--- config.mk ---
export PLATFORM = sky130hd
export DESIGN_NAME = gnss_binary_frame_parser_core_flat
export DESIGN_NICKNAME = d
export VERILOG_FILES = /design/src/rtl/core/gbfp_pkg.sv /design/src/rtl/core/gbfp_if.sv /design/src/rtl/core/gbfp_frame_fsm.sv /design/src/rtl/core/gnss_binary_frame_parser_core.sv /design/src/flat_wrapper.sv
export SDC_FILE = /design/constraint.sdc
export NUM_CORES = 1
export LEC_CHECK = 0
export ABC_AREA = 1
export BUFFER_PORTS_ARGS = -buffer_cell sky130_fd_sc_hd__buf_2
export CORE_MARGIN = 2
export CORE_UTILIZATION = 50
export CTS_BUF_LIST = sky130_fd_sc_hd__clkbuf_4 sky130_fd_sc_hd__clkbuf_8
export DETAILED_ROUTE_END_ITERATION = 7
export PLACE_DENSITY = 0.72
export SYNTH_ARGS = -nofsm -noshare
export SYNTH_HDL_FRONTEND = slang
export SYNTH_SLANG_ARGS = --single-unit
--- constraint.sdc ---
create_clock -name clk -period 2.2 [get_ports clk]
set_input_delay 0.33 -clock clk [delete_from_list [all_inputs] [get_ports clk]]
set_output_delay 0.33 -clock clk [all_outputs]
set_load 0.005 [all_outputs]
--- src/rtl/core/gbfp_pkg.sv ---
// Package with the phase codes, constants and result type of the frame parser.
`default_nettype none
package gbfp_pkg;

  localparam logic [7:0] SYNC_FIRST  = 8'hBA;
  localparam logic [7:0] SYNC_SECOND = 8'hCE;
  localparam logic [15:0] MAX_LEN_RESET = 16'd1024;

  typedef enum logic [3:0] {
    PH_SYNC1   = 4'd0,
    PH_SYNC2   = 4'd1,
    PH_LEN_LO  = 4'd2,
    PH_LEN_HI  = 4'd3,
    PH_CLASS   = 4'd4,
    PH_ID      = 4'd5,
    PH_PAYLOAD = 4'd6,
    PH_CK0     = 4'd7,
    PH_CK1     = 4'd8,
    PH_CK2     = 4'd9,
    PH_CK3     = 4'd10
  } phase_t;

  typedef struct packed {
    logic        payload_valid;
    logic [7:0]  payload_byte;
    logic [15:0] payload_index;
    logic        frame_end;
    logic        checksum_ok;
    logic        length_error;
    logic [7:0]  frame_class;
    logic [7:0]  frame_id;
    logic [15:0] frame_length;
  } result_t;

endpackage
`default_nettype wire

--- src/rtl/core/gbfp_if.sv ---
// Valid/ready channel interfaces for received bytes and parser results.
`default_nettype none
interface gbfp_byte_if;
  logic       valid;
  logic       ready;
  logic [7:0] rx_byte;
  modport source (output valid, output rx_byte, input ready);
  modport sink   (input valid, input rx_byte, output ready);
endinterface

interface gbfp_result_if;
  logic        valid;
  logic        ready;
  logic        payload_valid;
  logic [7:0]  payload_byte;
  logic [15:0] payload_index;
  logic        frame_end;
  logic        checksum_ok;
  logic        length_error;
  logic [7:0]  frame_class;
  logic [7:0]  frame_id;
  logic [15:0] frame_length;
  modport source (output valid, output payload_valid, output payload_byte,
                  output payload_index, output frame_end, output checksum_ok,
                  output length_error, output frame_class, output frame_id,
                  output frame_length, input ready);
  modport sink   (input valid, input payload_valid, input payload_byte,
                  input payload_index, input frame_end, input checksum_ok,
                  input length_error, input frame_class, input frame_id,
                  input frame_length, output ready);
endinterface
`default_nettype wire

--- src/rtl/core/gbfp_frame_fsm.sv ---
// Frame state machine: parse state, checksum accumulation and per-byte result.
`default_nettype none
module gbfp_frame_fsm
  import gbfp_pkg::*;
(
  input  wire logic        clk,
  input  wire logic        rst,
  input  wire logic        step_en,
  input  wire logic [7:0]  rx_byte,
  input  wire logic [15:0] max_len,
  output result_t          res
);

  phase_t      phase, phase_next;
  logic [15:0] length_reg, length_reg_next;
  logic [7:0]  class_reg, class_reg_next;
  logic [7:0]  ident_reg, ident_reg_next;
  logic [15:0] byte_count, byte_count_next;
  logic [31:0] sum_accum, sum_accum_next;
  logic [23:0] word_bytes, word_bytes_next;
  logic [23:0] rx_sum_bytes, rx_sum_bytes_next;

  logic [15:0] len_full;
  logic [15:0] count_inc;

  assign len_full  = {rx_byte, length_reg[7:0]};
  assign count_inc = byte_count + 16'd1;

  // Next phase.
  always_comb begin
    case (phase)
      PH_SYNC2: begin
        if (rx_byte == SYNC_SECOND) phase_next = PH_LEN_LO;
        else if (rx_byte == SYNC_FIRST) phase_next = PH_SYNC2;
        else phase_next = PH_SYNC1;
      end
      PH_LEN_LO: phase_next = PH_LEN_HI;
      PH_LEN_HI: phase_next = (len_full > max_len) ? PH_SYNC1 : PH_CLASS;
      PH_CLASS:  phase_next = PH_ID;
      PH_ID:     phase_next = (length_reg == 16'd0) ? PH_CK0 : PH_PAYLOAD;
      PH_PAYLOAD: phase_next = (count_inc == length_reg) ? PH_CK0 : PH_PAYLOAD;
      PH_CK0:    phase_next = PH_CK1;
      PH_CK1:    phase_next = PH_CK2;
      PH_CK2:    phase_next = PH_CK3;
      PH_CK3:    phase_next = PH_SYNC1;
      default:   phase_next = (rx_byte == SYNC_FIRST) ? PH_SYNC2 : PH_SYNC1;
    endcase
  end

  // Data registers and result fields.
  always_comb begin
    length_reg_next   = length_reg;
    class_reg_next    = class_reg;
    ident_reg_next    = ident_reg;
    byte_count_next   = byte_count;
    sum_accum_next    = sum_accum;
    word_bytes_next   = word_bytes;
    rx_sum_bytes_next = rx_sum_bytes;
    res               = '0;
    case (phase)
      PH_LEN_LO: length_reg_next = {8'd0, rx_byte};
      PH_LEN_HI: begin
        length_reg_next  = len_full;
        res.length_error = (len_full > max_len);
      end
      PH_CLASS: class_reg_next = rx_byte;
      PH_ID: begin
        ident_reg_next  = rx_byte;
        sum_accum_next  = {rx_byte, class_reg, length_reg};
        byte_count_next = 16'd0;
        word_bytes_next = 24'd0;
      end
      PH_PAYLOAD: begin
        res.payload_valid = 1'b1;
        res.payload_byte  = rx_byte;
        res.payload_index = byte_count;
        byte_count_next   = count_inc;
        case (byte_count[1:0])
          2'd0: word_bytes_next = {16'd0, rx_byte};
          2'd1: word_bytes_next = {word_bytes[23:16], rx_byte, word_bytes[7:0]};
          2'd2: word_bytes_next = {rx_byte, word_bytes[15:0]};
          default: begin
            sum_accum_next  = sum_accum + {rx_byte, word_bytes};
            word_bytes_next = 24'd0;
          end
        endcase
      end
      PH_CK0: rx_sum_bytes_next = {16'd0, rx_byte};
      PH_CK1: rx_sum_bytes_next = {8'd0, rx_byte, rx_sum_bytes[7:0]};
      PH_CK2: rx_sum_bytes_next = {rx_byte, rx_sum_bytes[15:0]};
      PH_CK3: begin
        res.frame_end   = 1'b1;
        res.checksum_ok = ({rx_byte, rx_sum_bytes} == sum_accum);
      end
      default: ;
    endcase
    res.frame_class  = class_reg_next;
    res.frame_id     = ident_reg_next;
    res.frame_length = length_reg_next;
  end

  always_ff @(posedge clk) begin
    if (rst) begin
      phase        <= PH_SYNC1;
      length_reg   <= '0;
      class_reg    <= '0;
      ident_reg    <= '0;
      byte_count   <= '0;
      sum_accum    <= '0;
      word_bytes   <= '0;
      rx_sum_bytes <= '0;
    end else if (step_en) begin
      phase        <= phase_next;
      length_reg   <= length_reg_next;
      class_reg    <= class_reg_next;
      ident_reg    <= ident_reg_next;
      byte_count   <= byte_count_next;
      sum_accum    <= sum_accum_next;
      word_bytes   <= word_bytes_next;
      rx_sum_bytes <= rx_sum_bytes_next;
    end
  end

endmodule
`default_nettype wire

--- src/rtl/core/gnss_binary_frame_parser_core.sv ---
// Top level of the binary GNSS frame parser: input stage, parser and result register.
//
// Usage: received bytes enter on the rx channel, one byte per beat. Every
// byte produces exactly one result beat on the result channel, in order.
// A result carries the payload byte and its index when the byte was
// payload, frame_end and checksum_ok on the last checksum byte,
// length_error when a declared length exceeds max_payload_len, and the
// class, id and length of the current frame.
// An accepted byte waits in the input register, then the parser updates
// its state and writes the result register. Throughput is one byte per
// cycle while the receiver is not stalled, set by the state update and
// 32-bit checksum add in the parser. The input register lets one more
// byte be taken while a result waits for a stalled receiver; after that
// rx.ready drops until the result beat is taken. Synchronous reset
// empties both stages, returns the parser to hunting for the first sync
// byte, clears its registers and sets max_payload_len to 1024. Write
// cfg_wr_en/cfg_wr_data only while the block is idle.
`default_nettype none
module gnss_binary_frame_parser_core
  import gbfp_pkg::*;
(
  input  wire logic        clk,
  input  wire logic        rst,
  input  wire logic        cfg_wr_en,
  input  wire logic [15:0] cfg_wr_data,
  gbfp_byte_if.sink        rx,
  gbfp_result_if.source    result
);

  // Configuration register for the largest accepted payload length.
  logic [15:0] max_payload_len;

  always_ff @(posedge clk) begin
    if (rst) begin
      max_payload_len <= MAX_LEN_RESET;
    end else if (cfg_wr_en) begin
      max_payload_len <= cfg_wr_data;
    end
  end

  // Input stage holds one byte; it moves on when the result register is
  // free or being emptied in this cycle.
  logic       s1_valid;
  logic [7:0] s1_byte;
  logic       out_valid;
  result_t    out_res;
  result_t    step_res;
  logic       advance;

  assign advance  = s1_valid && (!out_valid || result.ready);
  assign rx.ready = !s1_valid || advance;

  always_ff @(posedge clk) begin
    if (rst) begin
      s1_valid <= 1'b0;
    end else if (rx.valid && rx.ready) begin
      s1_valid <= 1'b1;
    end else if (advance) begin
      s1_valid <= 1'b0;
    end
  end

  always_ff @(posedge clk) begin
    if (rx.valid && rx.ready) begin
      s1_byte <= rx.rx_byte;
    end
  end

  // The parser commits its state exactly when its result is registered.
  gbfp_frame_fsm u_fsm (
    .clk     (clk),
    .rst     (rst),
    .step_en (advance),
    .rx_byte (s1_byte),
    .max_len (max_payload_len),
    .res     (step_res)
  );

  // Result register.
  always_ff @(posedge clk) begin
    if (rst) begin
      out_valid <= 1'b0;
    end else if (advance) begin
      out_valid <= 1'b1;
    end else if (result.ready) begin
      out_valid <= 1'b0;
    end
  end

  always_ff @(posedge clk) begin
    if (advance) begin
      out_res <= step_res;
    end
  end

  assign result.valid         = out_valid;
  assign result.payload_valid = out_res.payload_valid;
  assign result.payload_byte  = out_res.payload_byte;
  assign result.payload_index = out_res.payload_index;
  assign result.frame_end     = out_res.frame_end;
  assign result.checksum_ok   = out_res.checksum_ok;
  assign result.length_error  = out_res.length_error;
  assign result.frame_class   = out_res.frame_class;
  assign result.frame_id      = out_res.frame_id;
  assign result.frame_length  = out_res.frame_length;

  // A byte is never taken into a full input stage that is not moving on.
  a_no_overrun: assert property (@(posedge clk) disable iff (rst)
    (rx.valid && rx.ready) |-> (!s1_valid || advance))
    else $error("input stage overrun");

  // Every parser step shows up as a result beat in the next cycle.
  a_step_to_result: assert property (@(posedge clk) disable iff (rst)
    advance |=> result.valid)
    else $error("parser step lost");

  // A payload beat always lies inside the declared length.
  a_index_in_range: assert property (@(posedge clk) disable iff (rst)
    (result.valid && result.payload_valid) |->
      (result.payload_index < result.frame_length))
    else $error("payload index beyond frame length");

endmodule
`default_nettype wire
--- src/flat_wrapper.sv ---
// flat-port wrapper written by rule: the top's interface ports become plain ports
module gnss_binary_frame_parser_core_flat import gbfp_pkg::*;
  (clk, rst, cfg_wr_en, cfg_wr_data, rx_valid, rx_rx_byte, rx_ready, result_valid, result_payload_valid, result_payload_byte, result_payload_index, result_frame_end, result_checksum_ok, result_length_error, result_frame_class, result_frame_id, result_frame_length, result_ready);
  gbfp_byte_if rx_i ();
  gbfp_result_if result_i ();
  input  wire logic clk;
  input  wire logic rst;
  input  wire logic cfg_wr_en;
  input  wire logic [15:0] cfg_wr_data;
  input wire logic [$bits(rx_i.valid)-1:0] rx_valid;
  input wire logic [$bits(rx_i.rx_byte)-1:0] rx_rx_byte;
  output wire logic [$bits(rx_i.ready)-1:0] rx_ready;
  output wire logic [$bits(result_i.valid)-1:0] result_valid;
  output wire logic [$bits(result_i.payload_valid)-1:0] result_payload_valid;
  output wire logic [$bits(result_i.payload_byte)-1:0] result_payload_byte;
  output wire logic [$bits(result_i.payload_index)-1:0] result_payload_index;
  output wire logic [$bits(result_i.frame_end)-1:0] result_frame_end;
  output wire logic [$bits(result_i.checksum_ok)-1:0] result_checksum_ok;
  output wire logic [$bits(result_i.length_error)-1:0] result_length_error;
  output wire logic [$bits(result_i.frame_class)-1:0] result_frame_class;
  output wire logic [$bits(result_i.frame_id)-1:0] result_frame_id;
  output wire logic [$bits(result_i.frame_length)-1:0] result_frame_length;
  input wire logic [$bits(result_i.ready)-1:0] result_ready;
  assign rx_i.valid = rx_valid;
  assign rx_i.rx_byte = rx_rx_byte;
  assign rx_ready = rx_i.ready;
  assign result_valid = result_i.valid;
  assign result_payload_valid = result_i.payload_valid;
  assign result_payload_byte = result_i.payload_byte;
  assign result_payload_index = result_i.payload_index;
  assign result_frame_end = result_i.frame_end;
  assign result_checksum_ok = result_i.checksum_ok;
  assign result_length_error = result_i.length_error;
  assign result_frame_class = result_i.frame_class;
  assign result_frame_id = result_i.frame_id;
  assign result_frame_length = result_i.frame_length;
  assign result_i.ready = result_ready;
  gnss_binary_frame_parser_core u_core (.clk(clk), .rst(rst), .cfg_wr_en(cfg_wr_en), .cfg_wr_data(cfg_wr_data), .rx(rx_i), .result(result_i));
endmodule
After elaboration in Yosys (flattened, before gate mapping)
Index checks and enable logic that the tools add are counted.
Storage, ports and cells
  output and inout port bits: 62
  bits in latches: 0
  RAM bits: 0
  memories kept: 0
  bits of input ports: 29
  flip-flop bits (word level): 218
  bits in read-only memories: 0
Cells by class
  div/mod/pow operators: 0
  multipliers: 0
  reductions and logical operators: 22
  $add $sub $neg: 2
  equality and inequality tests: 19
  magnitude comparators: 1
  shift operators: 0
  bitwise operators: 2
  muxes and demuxes: 21
Operators by type and width (count)
  case mux 24 bit (3 select lines): 2
  case mux 16 bit (2 select lines): 2
  case mux 32 bit (2 select lines): 1
  case mux 24 bit (2 select lines): 1
  case mux 4 bit (10 select lines): 1
  adder 32 bit: 1
  == test 32 bit: 1
  2-to-1 mux 32 bit: 1
  2-to-1 mux 25 bit: 1
  adder 16 x 1 -> 16 bit (second input constant): 1
  == test 16 bit: 1
  == test 4 x 3 -> 1 bit (second input constant): 4
  == test 8 bit (second input constant): 2
  greater-than comparator 16 bit: 1
  logical NOT 16 bit: 1
  2-to-1 mux 8 bit: 2
  == test 4 bit (second input constant): 3
  AND reduction 3 bit: 4
  == test 4 x 2 -> 1 bit (second input constant): 2
  AND reduction 4 bit: 2
  nonzero test 2 bit: 4
  2-to-1 mux 1 bit: 7
  != test 2 bit (second input constant): 3
  == test 4 x 1 -> 1 bit (second input constant): 1
  12 further kinds: 18

Depth between registers and ports, before layout
  depth after elaboration: 6
  mapped depth: 15

Modules after synthesis
From an unflattened synthesis, not the netlist that was laid out.
Second synthesis, totals
  cells, all modules: 1600
  area, all modules: 11873.9 um^2
Modules (own cells, without submodules)
  gbfp_frame_fsm: area an instance 9197.6 um^2, instances 1, cells each 1451
  gnss_binary_frame_parser_core: area an instance 2676.3 um^2, instances 1, cells each 149

Worst setup path after synthesis
No wires, ideal clock.
  path kind: input-to-reg
  start: in result_ready
  end: reg u_core.u_fsm.rx_sum_bytes[1]
  data arrival time: 2156 ps
  library setup time: 70 ps
  setup slack: -25 ps
  buffers on the path: 1
  cell stages on the path: 9
  cells stage by stage: inv_1 > nand2_1 > nand2_4 > inv_2 > nand2_1 > inv_1 > clkbuf_1 > o21ai_0 > a21oi_1
On the way
  word-level cells in the longest chain between the ends: 3
Ends and longest elaborated chain
  from (decl): RTL line flat_wrapper.sv:23  | input wire logic [$bits(result_i.ready)-1:0] result_ready;
  logical OR 1 bit: RTL line gnss_binary_frame_parser_core.sv:50  | assign advance = s1_valid && (!out_valid || result.ready);
  logical AND 1 bit: RTL line gnss_binary_frame_parser_core.sv:50
  via u_core.advance: RTL line gnss_binary_frame_parser_core.sv:48  | logic advance;
  AND reduction 4 bit (no line)
  to (signal assigned): RTL line gbfp_frame_fsm.sv:120  | rx_sum_bytes <= rx_sum_bytes_next;
  to (decl): RTL line gbfp_frame_fsm.sv:21  | logic [23:0] rx_sum_bytes, rx_sum_bytes_next;
The timed path passes the listed nets, and every way through them passes these cells.
A chain may end at the register's enable or synchronous reset.

Worst setup path in the final report
  start: reg u_core.u_fsm.sum_accum[8]
  end: reg u_core.u_fsm.sum_accum[21]
On the way
  word-level cells in the longest chain between the ends: 3
Ends and longest elaborated chain
  from (decl): RTL line gbfp_frame_fsm.sv:19  | logic [31:0] sum_accum, sum_accum_next;
  from (signal assigned): RTL line gbfp_frame_fsm.sv:118  | sum_accum <= sum_accum_next;
  adder 32 bit: RTL line gbfp_frame_fsm.sv:83  | sum_accum_next = sum_accum + {rx_byte, word_bytes};
  2-to-1 mux 32 bit: RTL line gbfp_frame_fsm.sv:78  | case (byte_count[1:0])
  case mux 32 bit (2 select lines): RTL line gbfp_frame_fsm.sv:60  | case (phase)
Every way passes these cells. The select of a mux whose other input is x is not followed.

==> reports/metrics.cfg <==
[floorplanning]
die_y_um=157
num_rows=55
die-area_um2=24600
start_util=0.512
core_area_um2=22800
die_w_um=157
top_level_ports=91

[global_routing]
grt_pass1_vias=10354
antenna_found_initial=0
grt_max_degree=112
grt_pass1_wl_mm=55.0
grt_overflow=0
groute.usage.overall=0.288

[setup_path]
r2r-start=u_core.u_fsm.sum_accum[8]
rr_endpoint=u_core.u_fsm.sum_accum[21]
critPathLaunchType=flip-flop
cp-end-kind=flip-flop
path_cells=ha_1 > a21oi_1 > o21ai_0 > a21oi_1 > nand2_2 > nand3_1 > nand2_1 > nand2_1 > nand2_1 > o21ai_0 > a21oi_1
required_ns=2.58
arrival_ns=2.45
rrSetupSlack_ns=0.13
path_class=reg -> reg
cp_slowest_stage_delay_ns=0.37
cp_slowest_cell=ha_1
r2r_cells=11
critPathMaxFanout=5

[yosys]
async_reset_ff_frac=0
syn_nets=1637
synth-seq-area-share=0.433
synth-edff-count=68
ys_ff_latch=218
synth_area_per_cell_um2=7.50
synth_warnings=0
netlist_area_um2=11700
syn-instance-count=1555
yosysUniqueCellTypes=43
synth_ff_type=dfxtp_1

[clocking]
cts_root_buf=clkbuf_8
path_clk_slew_ns=0.06
cts-buffers-inserted=38
cts_tree=built
clock_path_buffers=3
clock_latency_ns=0.54
cts_sinks=218
htree_levels=2

[route]
antenna_left=0
drt-vias-per-instance=5.52
dr.pass1.iters=5
wl_mm=35.8
drt_iter0_drc=982
drc=0
vias=11281
routedWlPerCell_um=17.5

[sta]
skew_ns=0.0224
whs_ns=0.0251
min_period_over_period=0.942
hold_viol=0
finalSetupTns_ns=0
timing.fmax_mhz=482
relSlewSlack=0.526
setup_violations=0
slew_violations=0
fin_ws_ns=0.127
worst_pin_slew_ns=0.710
fin_crit_ns=2.07

[placement]
dpl.hpwl_mm=26.0
dp_cells=1963
port_buffers=90
place.gp.congestion=0.997
place_area_um2=12800
place_ws_ns=-0.00816

[finish]
final_cell_mix=nand2_1, a21oi_1, inv_1, dfxtp_1, o21ai_0
mostFrequentLayoutCell=nand2_1
fillers=2103
drive_gt1_frac=0.168
largest-register=u_core.u_fsm.sum_accum
reg.largest.list=u_core.u_fsm.sum_accum x32, u_core.u_fsm.rx_sum_bytes x24, u_core.u_fsm.word_bytes x24
nets=1784
n_antenna_cell=0
largest_reg_flops=32
synthToLayoutAreaGrowth_pct=19.2
fin_util=0.610
post-route-cell-area_um2=13900
finalNonFillerCells=2044

[outcome]
status=finished, final reports clean

[power_and_ir_drop]
p_leak_nw=5.75
totalPowerFinal_mw=8.77
vdd_drop_max_mv=0.457
power.density_nw_per_um2=632

[min_path]
hold_start=cfg_wr_data[10]
hold_path_class=in -> reg
min_to=u_core.max_payload_len[10]
holdPathStages=3

[run]
drv_cap=0

[what timing repair did]
item	in CTS	in global routing
endpoints found under the hold margin	8	0
hold buffers	8	0
resized for setup	3	46
setup buffers	0	4
endpoints found under the setup margin	5	28
pin swaps	1	6
[worst max path at each step]
stage,startpoint,to,slack (ns),cells after the start
final,u_core.u_fsm.sum_accum[8],u_core.u_fsm.sum_accum[21],0.13,11
after global routing,u_core.s1_byte[5],u_core.u_fsm.sum_accum[30],-0.008,10
after floorplan,u_core.u_fsm.sum_accum[0],u_core.u_fsm.sum_accum[30],0.20,11
after detailed placement,u_core.u_fsm.sum_accum[0],u_core.u_fsm.sum_accum[18],-0.008,12
after CTS,u_core.u_fsm.sum_accum[0],u_core.u_fsm.sum_accum[18],0.002,12
after global placement,u_core.u_fsm.sum_accum[0],u_core.u_fsm.sum_accum[22],0.05,12
[final cells by class]
| cell class | instances | area [µm²] | area share |
|---|---|---|---|
| Clock buffer | 56 | 714 | 0.0514 |
| Clock inverter | 13 | 63.8 | 0.00459 |
| Inverter | 187 | 708 | 0.0510 |
| Multi-Input combinational cell | 1095 | 5870 | 0.423 |
| Sequential cell | 218 | 5050 | 0.364 |
| Tap cell | 313 | 392 | 0.0282 |
| Timing Repair Buffer | 162 | 1090 | 0.0784 |
[synth_stat cells (all sizes together), types with 4 or more instances]
master  number  area [µm²]
nand2      339        1290
xnor2       14         123
dfxtp      150        3000
clkbuf      34         128
inv        186         698
nor4         4        25.0
nand3       85         425
buf         21         124
xor2        14         123
o21bai       7        52.6
o22ai       11        68.8
nand4       21         131
a21boi       4        30.0
nor3        15        75.1
ha          52         651
a21oi      221        1110
a221oi       6        52.6
edfxtp      68        2040
o21a         6        45.0
o21ai      144         728
a31oi        5        31.3
nor2       124         508
a21o         5        37.5
or2          7        43.8
[critical path: cells and delay by family (launching register included)]
kind / cells / cell delay, ns
AO/OA/AOI/OAI: 5 / 0.78
flip-flops: 1 / 0.36
adder cells (fa/ha/maj): 1 / 0.37
AND/OR/NAND/NOR: 5 / 0.40
[layer usage]
layer	vias up	GRT usage	wire, µm
li1	5517	-	-
met3	94	0.0404	2680
met5	-	0	0
met1	5188	0.388	15500
met4	0	0.134	1620
met2	482	0.459	16000
[power breakdown]
part	leakage (nW)	internal [mW]	total, mW	switching, mW
sequential	1.86	4.28	4.34	0.0603
clock	0.419	2.09	3.79	1.70
combinational	3.47	0.230	0.644	0.413
[cells by family (layout without fill, tap and decap cells)]
group                      after synthesis  in the layout  synth area share
buffers and inverters                  242            418            0.0818
DFF                                    218            218             0.433
AOI/OAI and AO/OA                      416            416             0.190
and+or+nand+nor                        597            597             0.215
adders and majority gates               53             53            0.0575
xor gates and xnor gates                29             29            0.0231
(Power assumes the default switching activity.)
